==> config.mk <==
export PLATFORM = sky130hd
export DESIGN_NAME = bell_shaped_activation_interval_detector_top
export DESIGN_NICKNAME = d
export VERILOG_FILES = /design/src/bsaid_pkg.sv /design/src/bsaid_rec_ram.sv /design/src/bsaid_update.sv /design/src/bell_shaped_activation_interval_detector_top.sv
export VERILOG_INCLUDE_DIRS = /design/src /design/src/src
export SDC_FILE = /design/constraint.sdc
export NUM_CORES = 2
export LEC_CHECK = 0
export ABC_AREA = 1
export CAP_MARGIN = 20
export CORE_UTILIZATION = 40
export DETAILED_ROUTE_END_ITERATION = 10
export DONT_BUFFER_PORTS = 1
export PLACE_DENSITY = 0.57
export SETUP_SLACK_MARGIN = 0.02
export SLEW_MARGIN = 20
export SYNTH_ARGS = -nofsm -noshare
export SYNTH_HDL_FRONTEND = slang
export SYNTH_SLANG_ARGS = --single-unit
==> constraint.sdc <==
create_clock -name clk -period 15.2 [get_ports clk]
set_clock_uncertainty 0.1 [all_clocks]
set_input_delay 3.04 -clock clk [delete_from_list [all_inputs] [get_ports clk]]
set_output_delay 3.04 -clock clk [all_outputs]
set_load 0.1 [all_outputs]
==> src/bell_shaped_activation_interval_detector_top_assert.svh <==
// Assertion macros used by the detector top level.
`ifndef BELL_SHAPED_ACTIVATION_INTERVAL_DETECTOR_TOP_ASSERT_SVH
`define BELL_SHAPED_ACTIVATION_INTERVAL_DETECTOR_TOP_ASSERT_SVH

`ifndef SYNTHESIS
// Checked on the rising edge of clk, off while rst_n is low.
`define BSAID_ASSERT(lbl, prop, msg) \
    lbl: assert property (@(posedge clk) disable iff (!rst_n) prop) else $error(msg);
// Checked on every rising edge of clk, reset included.
`define BSAID_ASSERT_ALWAYS(lbl, prop, msg) \
    lbl: assert property (@(posedge clk) prop) else $error(msg);
`else
`define BSAID_ASSERT(lbl, prop, msg)
`define BSAID_ASSERT_ALWAYS(lbl, prop, msg)
`endif

`endif

==> src/bsaid_pkg.sv <==
// Types, constants and event codes of the activation interval detector.
package bsaid_pkg;

    localparam int MODEL_W  = 4;
    localparam int SAMPLE_W = 32;
    localparam int SCORE_W  = 16;
    localparam int RISE_W   = 16;
    localparam int EVENT_W  = 3;
    localparam int CFG_IDX_W  = 4;
    localparam int CFG_DATA_W = 16;

    localparam int NUM_MODELS_DEF = 16;

    // event codes
    localparam logic [EVENT_W-1:0] EV_NONE         = 3'd0;
    localparam logic [EVENT_W-1:0] EV_OPENED       = 3'd1;
    localparam logic [EVENT_W-1:0] EV_EXTENDED     = 3'd2;
    localparam logic [EVENT_W-1:0] EV_NOT_SMOOTH   = 3'd3;
    localparam logic [EVENT_W-1:0] EV_ASYMMETRIC   = 3'd4;
    localparam logic [EVENT_W-1:0] EV_COMPLETE     = 3'd5;
    localparam logic [EVENT_W-1:0] EV_CLOSED_QUICK = 3'd6;

    // register indexes
    localparam logic [CFG_IDX_W-1:0] CFG_DETECT_MODE     = 4'd0;
    localparam logic [CFG_IDX_W-1:0] CFG_QUICK_THRESHOLD = 4'd1;

    localparam logic              MODE_BELL          = 1'b0;
    localparam logic [SCORE_W-1:0] QUICK_THRESHOLD_RST = 16'd52429;  // 0.8 in Q0.16

    localparam logic signed [RISE_W-1:0] RISE_MAX = 16'sh7FFF;
    localparam logic signed [RISE_W-1:0] RISE_MIN = -16'sh8000;

    typedef struct packed {
        logic [SAMPLE_W-1:0]      start_sample;
        logic [SAMPLE_W-1:0]      end_sample;
        logic [SCORE_W-1:0]       peak_value;
        logic [SCORE_W-1:0]       reference_value;
        logic signed [RISE_W-1:0] rise_count;
    } rec_t;

    typedef struct packed {
        logic [EVENT_W-1:0] event_kind;
        rec_t               rec;
        logic               open_next;
        logic [SCORE_W-1:0] rep;
    } upd_t;

endpackage

==> src/bsaid_rec_ram.sv <==
// Per-model interval record memory, one write and one registered read port.
module bsaid_rec_ram #(
    parameter int DEPTH = bsaid_pkg::NUM_MODELS_DEF,
    parameter int AW    = (DEPTH > 1) ? $clog2(DEPTH) : 1
) (
    input  logic              clk,
    input  logic              wr_en,
    input  logic [AW-1:0]     wr_addr,
    input  bsaid_pkg::rec_t   wr_data,
    input  logic              rd_en,
    input  logic [AW-1:0]     rd_addr,
    output bsaid_pkg::rec_t   rd_data
);
    import bsaid_pkg::*;

    rec_t mem [DEPTH];
    rec_t rd_data_reg;

    always_ff @(posedge clk)
    begin
        if (wr_en)
        begin
            mem[wr_addr] <= wr_data;
        end
        if (rd_en)
        begin
            rd_data_reg <= mem[rd_addr];
        end
    end

    assign rd_data = rd_data_reg;

endmodule

==> src/bsaid_update.sv <==
// Record update and event decision for one score.
module bsaid_update (
    input  bsaid_pkg::rec_t                     rec,
    input  logic                                is_open,
    input  logic                                in_range,
    input  logic                                detect_mode,
    input  logic [bsaid_pkg::SCORE_W-1:0]       quick_threshold,
    input  logic [bsaid_pkg::SAMPLE_W-1:0]      sample_number,
    input  logic [bsaid_pkg::SCORE_W-1:0]       score_now,
    input  logic [bsaid_pkg::SCORE_W-1:0]       score_before,
    output bsaid_pkg::upd_t                     upd
);
    import bsaid_pkg::*;

    rec_t                     opened;
    logic signed [RISE_W-1:0] rise_inc;
    logic signed [RISE_W-1:0] rise_dec;
    logic                     rough;
    logic                     asym;
    logic                     done;

    always_comb
    begin
        opened.start_sample    = sample_number;
        opened.end_sample      = '0;
        opened.peak_value      = score_now;
        opened.reference_value = score_before;
        opened.rise_count      = RISE_W'(1);

        rise_inc = (rec.rise_count != RISE_MAX) ? rec.rise_count + RISE_W'(1) : rec.rise_count;
        rise_dec = (rec.rise_count != RISE_MIN) ? rec.rise_count - RISE_W'(1) : rec.rise_count;
        rough = score_now > score_before;
        asym  = (rise_dec == '0) && (score_now < rec.reference_value);
        done  = !rise_dec[RISE_W-1] && (score_now == rec.reference_value);
    end

    always_comb
    begin
        upd.event_kind = EV_NONE;
        upd.rec        = rec;
        upd.open_next  = is_open;
        upd.rep        = '0;
        if (in_range)
        begin
            if (detect_mode == MODE_BELL)
            begin
                if (score_now != '0)
                begin
                    if (!is_open)
                    begin
                        upd.rec        = opened;
                        upd.open_next  = 1'b1;
                        upd.event_kind = EV_OPENED;
                    end
                    else if (score_now >= rec.peak_value)
                    begin
                        upd.rec.end_sample = sample_number;
                        upd.rec.peak_value = score_now;
                        upd.rec.rise_count = rise_inc;
                        upd.event_kind     = EV_EXTENDED;
                    end
                    else
                    begin
                        // falling: report beats rough beats asymmetric
                        upd.rec.rise_count = rise_dec;
                        if (done)
                        begin
                            upd.event_kind = EV_COMPLETE;
                            upd.open_next  = 1'b0;
                        end
                        else if (rough)
                        begin
                            upd.event_kind = EV_NOT_SMOOTH;
                            upd.open_next  = 1'b0;
                        end
                        else if (asym)
                        begin
                            upd.event_kind = EV_ASYMMETRIC;
                            upd.open_next  = 1'b0;
                        end
                    end
                end
                else if (is_open && rec.reference_value == '0)
                begin
                    upd.event_kind = EV_COMPLETE;
                    upd.open_next  = 1'b0;
                end
            end
            else
            begin
                if (score_now > quick_threshold)
                begin
                    if (!is_open)
                    begin
                        upd.rec        = opened;
                        upd.open_next  = 1'b1;
                        upd.event_kind = EV_OPENED;
                    end
                    else
                    begin
                        upd.rec.end_sample = sample_number;
                        if (score_now >= rec.peak_value)
                        begin
                            upd.rec.peak_value = score_now;
                        end
                        upd.event_kind = EV_EXTENDED;
                    end
                    upd.rep = score_now;
                end
                else if (is_open)
                begin
                    upd.event_kind = EV_CLOSED_QUICK;
                    upd.open_next  = 1'b0;
                end
            end
        end
    end

endmodule

==> src/bell_shaped_activation_interval_detector_top.sv <==
// Top level of the bell-shaped activation interval detector.
// Takes one score per cycle while the output side is ready and returns one event per
// score, registered through the update stage and then the output register. The
// per-model records sit in a RAM with a registered read; the read is issued as a
// score is taken, the update happens in the following cycle and writes back as the
// item leaves the update stage. A score for the same model as the one just ahead
// of it picks up that record through a bypass register; open flags are flip-flops
// cleared by reset, so no clearing pass is needed. Output stalls hold the pipeline.
`include "bell_shaped_activation_interval_detector_top_assert.svh"

module bell_shaped_activation_interval_detector_top #(
    parameter int NUM_MODELS = bsaid_pkg::NUM_MODELS_DEF
) (
    input  logic                                 clk,
    input  logic                                 rst_n,
    input  logic                                 in_valid,
    output logic                                 in_ready,
    input  logic [bsaid_pkg::MODEL_W-1:0]        model_index,
    input  logic [bsaid_pkg::SAMPLE_W-1:0]       sample_number,
    input  logic [bsaid_pkg::SCORE_W-1:0]        score_now,
    input  logic [bsaid_pkg::SCORE_W-1:0]        score_before,
    output logic                                 out_valid,
    input  logic                                 out_ready,
    output logic [bsaid_pkg::EVENT_W-1:0]        event_kind,
    output logic [bsaid_pkg::MODEL_W-1:0]        model_out,
    output logic [bsaid_pkg::SAMPLE_W-1:0]       interval_start,
    output logic [bsaid_pkg::SAMPLE_W-1:0]       interval_end,
    output logic [bsaid_pkg::SCORE_W-1:0]        peak_score,
    output logic [bsaid_pkg::SCORE_W-1:0]        reported_score,
    input  logic                                 cfg_valid,
    output logic                                 cfg_ready,
    input  logic [bsaid_pkg::CFG_IDX_W-1:0]      cfg_index,
    input  logic [bsaid_pkg::CFG_DATA_W-1:0]     cfg_data
);
    import bsaid_pkg::*;

    localparam int MIDX_W = (NUM_MODELS > 1) ? $clog2(NUM_MODELS) : 1;

    // configuration
    logic               detect_mode_reg;
    logic [SCORE_W-1:0] quick_threshold_reg;

    // open flags
    logic open_reg [NUM_MODELS];

    // update stage
    logic                s1_valid_reg;
    logic [MIDX_W-1:0]   s1_idx_reg;
    logic [MODEL_W-1:0]  s1_model_reg;
    logic                s1_in_range_reg;
    logic [SAMPLE_W-1:0] s1_sample_reg;
    logic [SCORE_W-1:0]  s1_score_reg;
    logic [SCORE_W-1:0]  s1_before_reg;

    // bypass of the record written as the current item was read
    logic fwd_hit_reg;
    rec_t fwd_rec_reg;

    // output register
    logic                out_valid_reg;
    logic [EVENT_W-1:0]  event_kind_reg;
    logic [MODEL_W-1:0]  model_out_reg;
    logic [SAMPLE_W-1:0] interval_start_reg;
    logic [SAMPLE_W-1:0] interval_end_reg;
    logic [SCORE_W-1:0]  peak_score_reg;
    logic [SCORE_W-1:0]  reported_score_reg;

    logic                  in_fire;
    logic                  s1_adv;
    logic                  s1_fire;
    logic                  s1_wr;
    logic [MIDX_W+MODEL_W-1:0] in_idx_wide;
    logic [MIDX_W-1:0]     in_idx;
    logic                  in_range;
    rec_t                  ram_rd;
    rec_t                  cur_rec;
    logic                  cur_open;
    upd_t                  upd;
    logic                  s1_valid_next;
    logic                  out_valid_next;

    assign in_idx_wide = {{MIDX_W{1'b0}}, model_index};
    assign in_idx      = in_idx_wide[MIDX_W-1:0];
    assign in_range    = 32'(model_index) < NUM_MODELS;

    assign s1_adv   = !out_valid_reg || out_ready;
    assign in_ready = !s1_valid_reg || s1_adv;
    assign in_fire  = in_valid && in_ready;
    assign s1_fire  = s1_valid_reg && s1_adv;
    assign s1_wr    = s1_fire && s1_in_range_reg;

    assign cfg_ready = 1'b1;

    always_ff @(posedge clk or negedge rst_n)
    begin
        if (!rst_n)
        begin
            detect_mode_reg     <= MODE_BELL;
            quick_threshold_reg <= QUICK_THRESHOLD_RST;
        end
        else if (cfg_valid && cfg_ready)
        begin
            case (cfg_index)
                CFG_DETECT_MODE:     detect_mode_reg     <= cfg_data[0];
                CFG_QUICK_THRESHOLD: quick_threshold_reg <= cfg_data;
                default:             ;
            endcase
        end
    end

    bsaid_rec_ram #(
        .DEPTH (NUM_MODELS),
        .AW    (MIDX_W)
    ) u_rec_ram (
        .clk     (clk),
        .wr_en   (s1_wr),
        .wr_addr (s1_idx_reg),
        .wr_data (upd.rec),
        .rd_en   (in_fire),
        .rd_addr (in_idx),
        .rd_data (ram_rd)
    );

    assign cur_rec  = fwd_hit_reg ? fwd_rec_reg : ram_rd;
    assign cur_open = s1_in_range_reg && open_reg[s1_idx_reg];

    bsaid_update u_update (
        .rec             (cur_rec),
        .is_open         (cur_open),
        .in_range        (s1_in_range_reg),
        .detect_mode     (detect_mode_reg),
        .quick_threshold (quick_threshold_reg),
        .sample_number   (s1_sample_reg),
        .score_now       (s1_score_reg),
        .score_before    (s1_before_reg),
        .upd             (upd)
    );

    always_comb
    begin
        s1_valid_next  = in_fire ? 1'b1 : (s1_fire ? 1'b0 : s1_valid_reg);
        out_valid_next = s1_fire ? 1'b1 : (out_ready ? 1'b0 : out_valid_reg);
    end

    always_ff @(posedge clk or negedge rst_n)
    begin
        if (!rst_n)
        begin
            s1_valid_reg  <= 1'b0;
            out_valid_reg <= 1'b0;
            fwd_hit_reg   <= 1'b0;
            for (int i = 0; i < NUM_MODELS; i++)
            begin
                open_reg[i] <= 1'b0;
            end
        end
        else
        begin
            s1_valid_reg  <= s1_valid_next;
            out_valid_reg <= out_valid_next;
            if (in_fire)
            begin
                fwd_hit_reg <= s1_wr && (s1_idx_reg == in_idx);
            end
            if (s1_wr)
            begin
                open_reg[s1_idx_reg] <= upd.open_next;
            end
        end
    end

    always_ff @(posedge clk)
    begin
        if (in_fire)
        begin
            s1_idx_reg      <= in_idx;
            s1_model_reg    <= model_index;
            s1_in_range_reg <= in_range;
            s1_sample_reg   <= sample_number;
            s1_score_reg    <= score_now;
            s1_before_reg   <= score_before;
            fwd_rec_reg     <= upd.rec;
        end
        if (s1_fire)
        begin
            event_kind_reg <= upd.event_kind;
            model_out_reg  <= s1_model_reg;
            if (upd.event_kind != EV_NONE)
            begin
                interval_start_reg <= upd.rec.start_sample;
                interval_end_reg   <= upd.rec.end_sample;
                peak_score_reg     <= upd.rec.peak_value;
                reported_score_reg <= upd.rep;
            end
            else
            begin
                interval_start_reg <= '0;
                interval_end_reg   <= '0;
                peak_score_reg     <= '0;
                reported_score_reg <= '0;
            end
        end
    end

    assign out_valid      = out_valid_reg;
    assign event_kind     = event_kind_reg;
    assign model_out      = model_out_reg;
    assign interval_start = interval_start_reg;
    assign interval_end   = interval_end_reg;
    assign peak_score     = peak_score_reg;
    assign reported_score = reported_score_reg;

    `BSAID_ASSERT(a_s1_hold, s1_valid_reg && !s1_adv |=> s1_valid_reg && $stable(s1_idx_reg), "update stage lost or changed a stalled item")
    `BSAID_ASSERT(a_none_zero, out_valid_reg && event_kind_reg == EV_NONE |-> interval_start_reg == '0 && peak_score_reg == '0 && reported_score_reg == '0, "event none with nonzero fields")
    `BSAID_ASSERT(a_close_clears, s1_wr && !upd.open_next |=> !open_reg[$past(s1_idx_reg)], "open flag not cleared on close")
    `BSAID_ASSERT(a_fwd_valid, fwd_hit_reg && !s1_valid_reg |=> !s1_valid_reg || !$past(in_fire) || fwd_hit_reg == $past(s1_wr && (s1_idx_reg == in_idx)), "bypass flag out of step")
    `BSAID_ASSERT_ALWAYS(a_stall_cause, !in_ready |-> s1_valid_reg && out_valid_reg, "input stalled without a full pipeline")

endmodule

==> impl_metrics.toml <==
[status]
status = "complete, but fails checks"
violations = "max-slew violations"

[sta]
finalCriticalPeriod_ps = 7010
slew_viol_final = 90
final.setup.tns_ps = 0
worst_slack_ps = 8190
slew_headroom = -0.237
setup_violations = 0
rsz0062_at_grt = "no"
hold_viol = 0
fmax_mhz = 143
tightest_slew_ps = 1860
fin_crit_sh = 0.461

[floorplan]
core_area_um2 = 227000
initial_core_util = 0.402
die_h_um = 480
die_w_um = 480
io_pins = 199
dieArea_um2 = 231000
floorplan.rows = 175

[placed_design]
dpl.hpwl_mm = 121
routabilityCongestion = 0.832
dp_cells = 9451
portBuffers = 0
dpl_cell_area_um2 = 94800
place_ws_ps = 8160

[cts]
postCtsSetupBuffers = 0
cts_root_buf = "clkbuf_16"
ctsResizeCount = 0
htree_levels = 4
cts_tree = "done"
postCtsHoldBufs = 0
cts_buffer_depth = 3
cts_sinks = 2223
clk_latency_ps = 880
clk_pin_slew_ps = 60
cts_made_buffers = 221

[cells_and_area]
synthToLayoutAreaGrowth_pct = 11.6
final_cells = 9870
largest_reg_flops = 1792
fill_cells = 20000
postLayoutCellArea_um2 = 102000
drive_above_1_share = 0.0817
nets = 6832

[power_and_ir_drop]
totalPowerFinal_w = 0.0155
ir_drop_mv = 0.123
leakage_nw = 36.7
power.density_nw_per_um2 = 151

[min_path]
hold_class = "reg -> reg"

[synth]
syn_nets = 6884
synth-seq-cells = 2223
avgSynthCellArea_um2 = 13.6
synth.distinct_cells = 49
synth.cell_area_um2 = 91600
synth_edf_count = 2187
synth-main-ff-cell = "edfxtp_1"
async_reset_ff_frac = 0.0162
yosysSeqAreaShare = 0.727
syn_inst = 6725
synth_warnings = 0

[drt]
drt-pass1-iter-count = 6
wl_per_cell_um = 24.1
routed_via_density = 5.49
remaining_drc_errors = 0
ant_nets = 0
drt-total-wl_mm = 238
drt_iter0_drc = 5189
route.vias.total = 54200

[setup_path]
critPathSlowestCell = "nand3_1"
end_kind = "output port"
worstSetupStartpointType = "input port"
critPathBufInv = 1
crit_family = "simple AND/OR/NAND/NOR gates"
cp_max_fo = 3
worstPathCellList = "inv_1, nand3_1"
critical_path_class = "in -> out"
worstPathArrival_ps = 3870
worstPathRequired_ps = 12060
cp_slowest_stage_delay_ps = 780

[grt]
grt_use_total = 0.204
grt_pass1_vias = 52800
grt_max_degree = 1347
antenna_found_initial = 16
grt_overflow = 0
grt_pass1_wl_mm = 352

[run]
maxCapViolCount = 0
[through the flow]
| step | hold slack (ps) | util |
|---|---|---|
| after global routing | 416 | 0.449 |
| after detailed placement | 383 | 0.417 |
| final | 388 | 0.449 |
| after global placement | 373 | 0.417 |
| after floorplan | 357 | - |
| after CTS | 393 | 0.448 |
[placed cells by master (no fill, tap or decap), drive strengths merged, types with 10 or more instances in the layout]
cell type / netlist / layout
a21oi: 513 / 513
buf: 108 / 127
bufinv: 0 / 17
clkbuf: 294 / 261
clkinv: 1 / 116
dfrtp: 27 / 27
edfxtp: 2187 / 2187
ha: 66 / 66
inv: 737 / 745
mux2: 10 / 10
mux2i: 510 / 510
nand2: 610 / 610
nand3: 230 / 230
nand4: 17 / 17
nor2: 131 / 131
o211ai: 514 / 514
o21ai: 700 / 700
xor2: 14 / 14
[synth_stat cells, types with 2 or more instances]
master | count | share of area
a21oi_1 | 512 | 0.028
a22oi_1 | 8 | 0.00066
a31oi_1 | 2 | 0.00014
buf_1 | 66 | 0.0027
buf_2 | 29 | 0.0016
buf_4 | 2 | 0.00016
buf_6 | 11 | 0.0014
clkbuf_1 | 294 | 0.012
dfrtp_1 | 27 | 0.0074
dfstp_2 | 9 | 0.0026
edfxtp_1 | 2187 | 0.72
ha_1 | 66 | 0.0090
inv_1 | 709 | 0.029
inv_2 | 28 | 0.0011
mux2_2 | 10 | 0.0012
mux2i_1 | 510 | 0.056
nand2_1 | 595 | 0.024
nand2_2 | 15 | 0.0010
nand3_1 | 225 | 0.012
nand3_2 | 4 | 0.00044
nand4_1 | 17 | 0.0012
nor2_1 | 125 | 0.0051
nor2_2 | 5 | 0.00034
nor3_1 | 5 | 0.00027
nor3b_1 | 2 | 0.00016
nor4_1 | 4 | 0.00027
o211ai_1 | 514 | 0.042
o21a_1 | 2 | 0.00016
o21ai_0 | 689 | 0.038
o21ai_1 | 11 | 0.00060
o22ai_1 | 5 | 0.00034
o32ai_1 | 4 | 0.00038
or2_2 | 2 | 0.00014
xnor2_1 | 3 | 0.00029
xor2_1 | 14 | 0.0013
[final timing paths]
path / slack [ps] / from / cells past startpoint / endpoint
setup / recovery: 8190 / out_ready / 2 / in_ready
hold / removal: 390 / quick_threshold_reg[11] / 2 / quick_threshold_reg[11]
setup reg to reg: 8460 / fwd_hit_reg / 22 / interval_start[6]
hold reg to reg: 390 / quick_threshold_reg[11] / 2 / quick_threshold_reg[11]
max in group asynchronous: 13060 / rst_n / 0 / quick_threshold_reg[7]
min in group asynchronous: 1750 / rst_n / 0 / quick_threshold_reg[4]
[where the power goes]
| part | switching [W] | internal [W] | total [W] |
|---|---|---|---|
| combinational | 0.00143 | 0.000427 | 0.00186 |
| clock | 0.00237 | 0.00297 | 0.00534 |
| sequential | 0.000613 | 0.00764 | 0.00826 |
[metal layers]
layer  track usage  vias to the layer above  wire (µm)
met5             0                        -         81
met4        0.0541                       12       5480
met3        0.0329                      351      14600
met2         0.333                     1688     113000
met1         0.282                    27500     105000
li1              -                    24600          -
[cell type report]
class,count,area [µm²],area share
repair buffers,127,1170,0.0115
clock inverters,145,1380,0.0135
multi-input cells,3362,20800,0.203
diodes,5,12.5,0.000122
inverters,738,2800,0.0274
flip-flops and latches,2223,66600,0.652
well taps,3009,3760,0.0368
clock buffers,261,5690,0.0557
[kinds of logic after synthesis]
family	Yosys count	synth area share
buf+inv	1140	0.0481
xor+xnor	17	0.00163
simple gates	1004	0.0462
other cells	1	0.0000410
mux	520	0.0570
fa+ha+maj	66	0.00902
flops	2223	0.727
compound gates	1754	0.111
[worst min-delay path: cells and delay by family (launching register included)]
family / cells / cell delay (ps)
AO/OA/AOI/OAI: 1 / 60
buffers and inverters: 1 / 60
flip-flops: 1 / 360
Power figures use the tool's default switching activity.
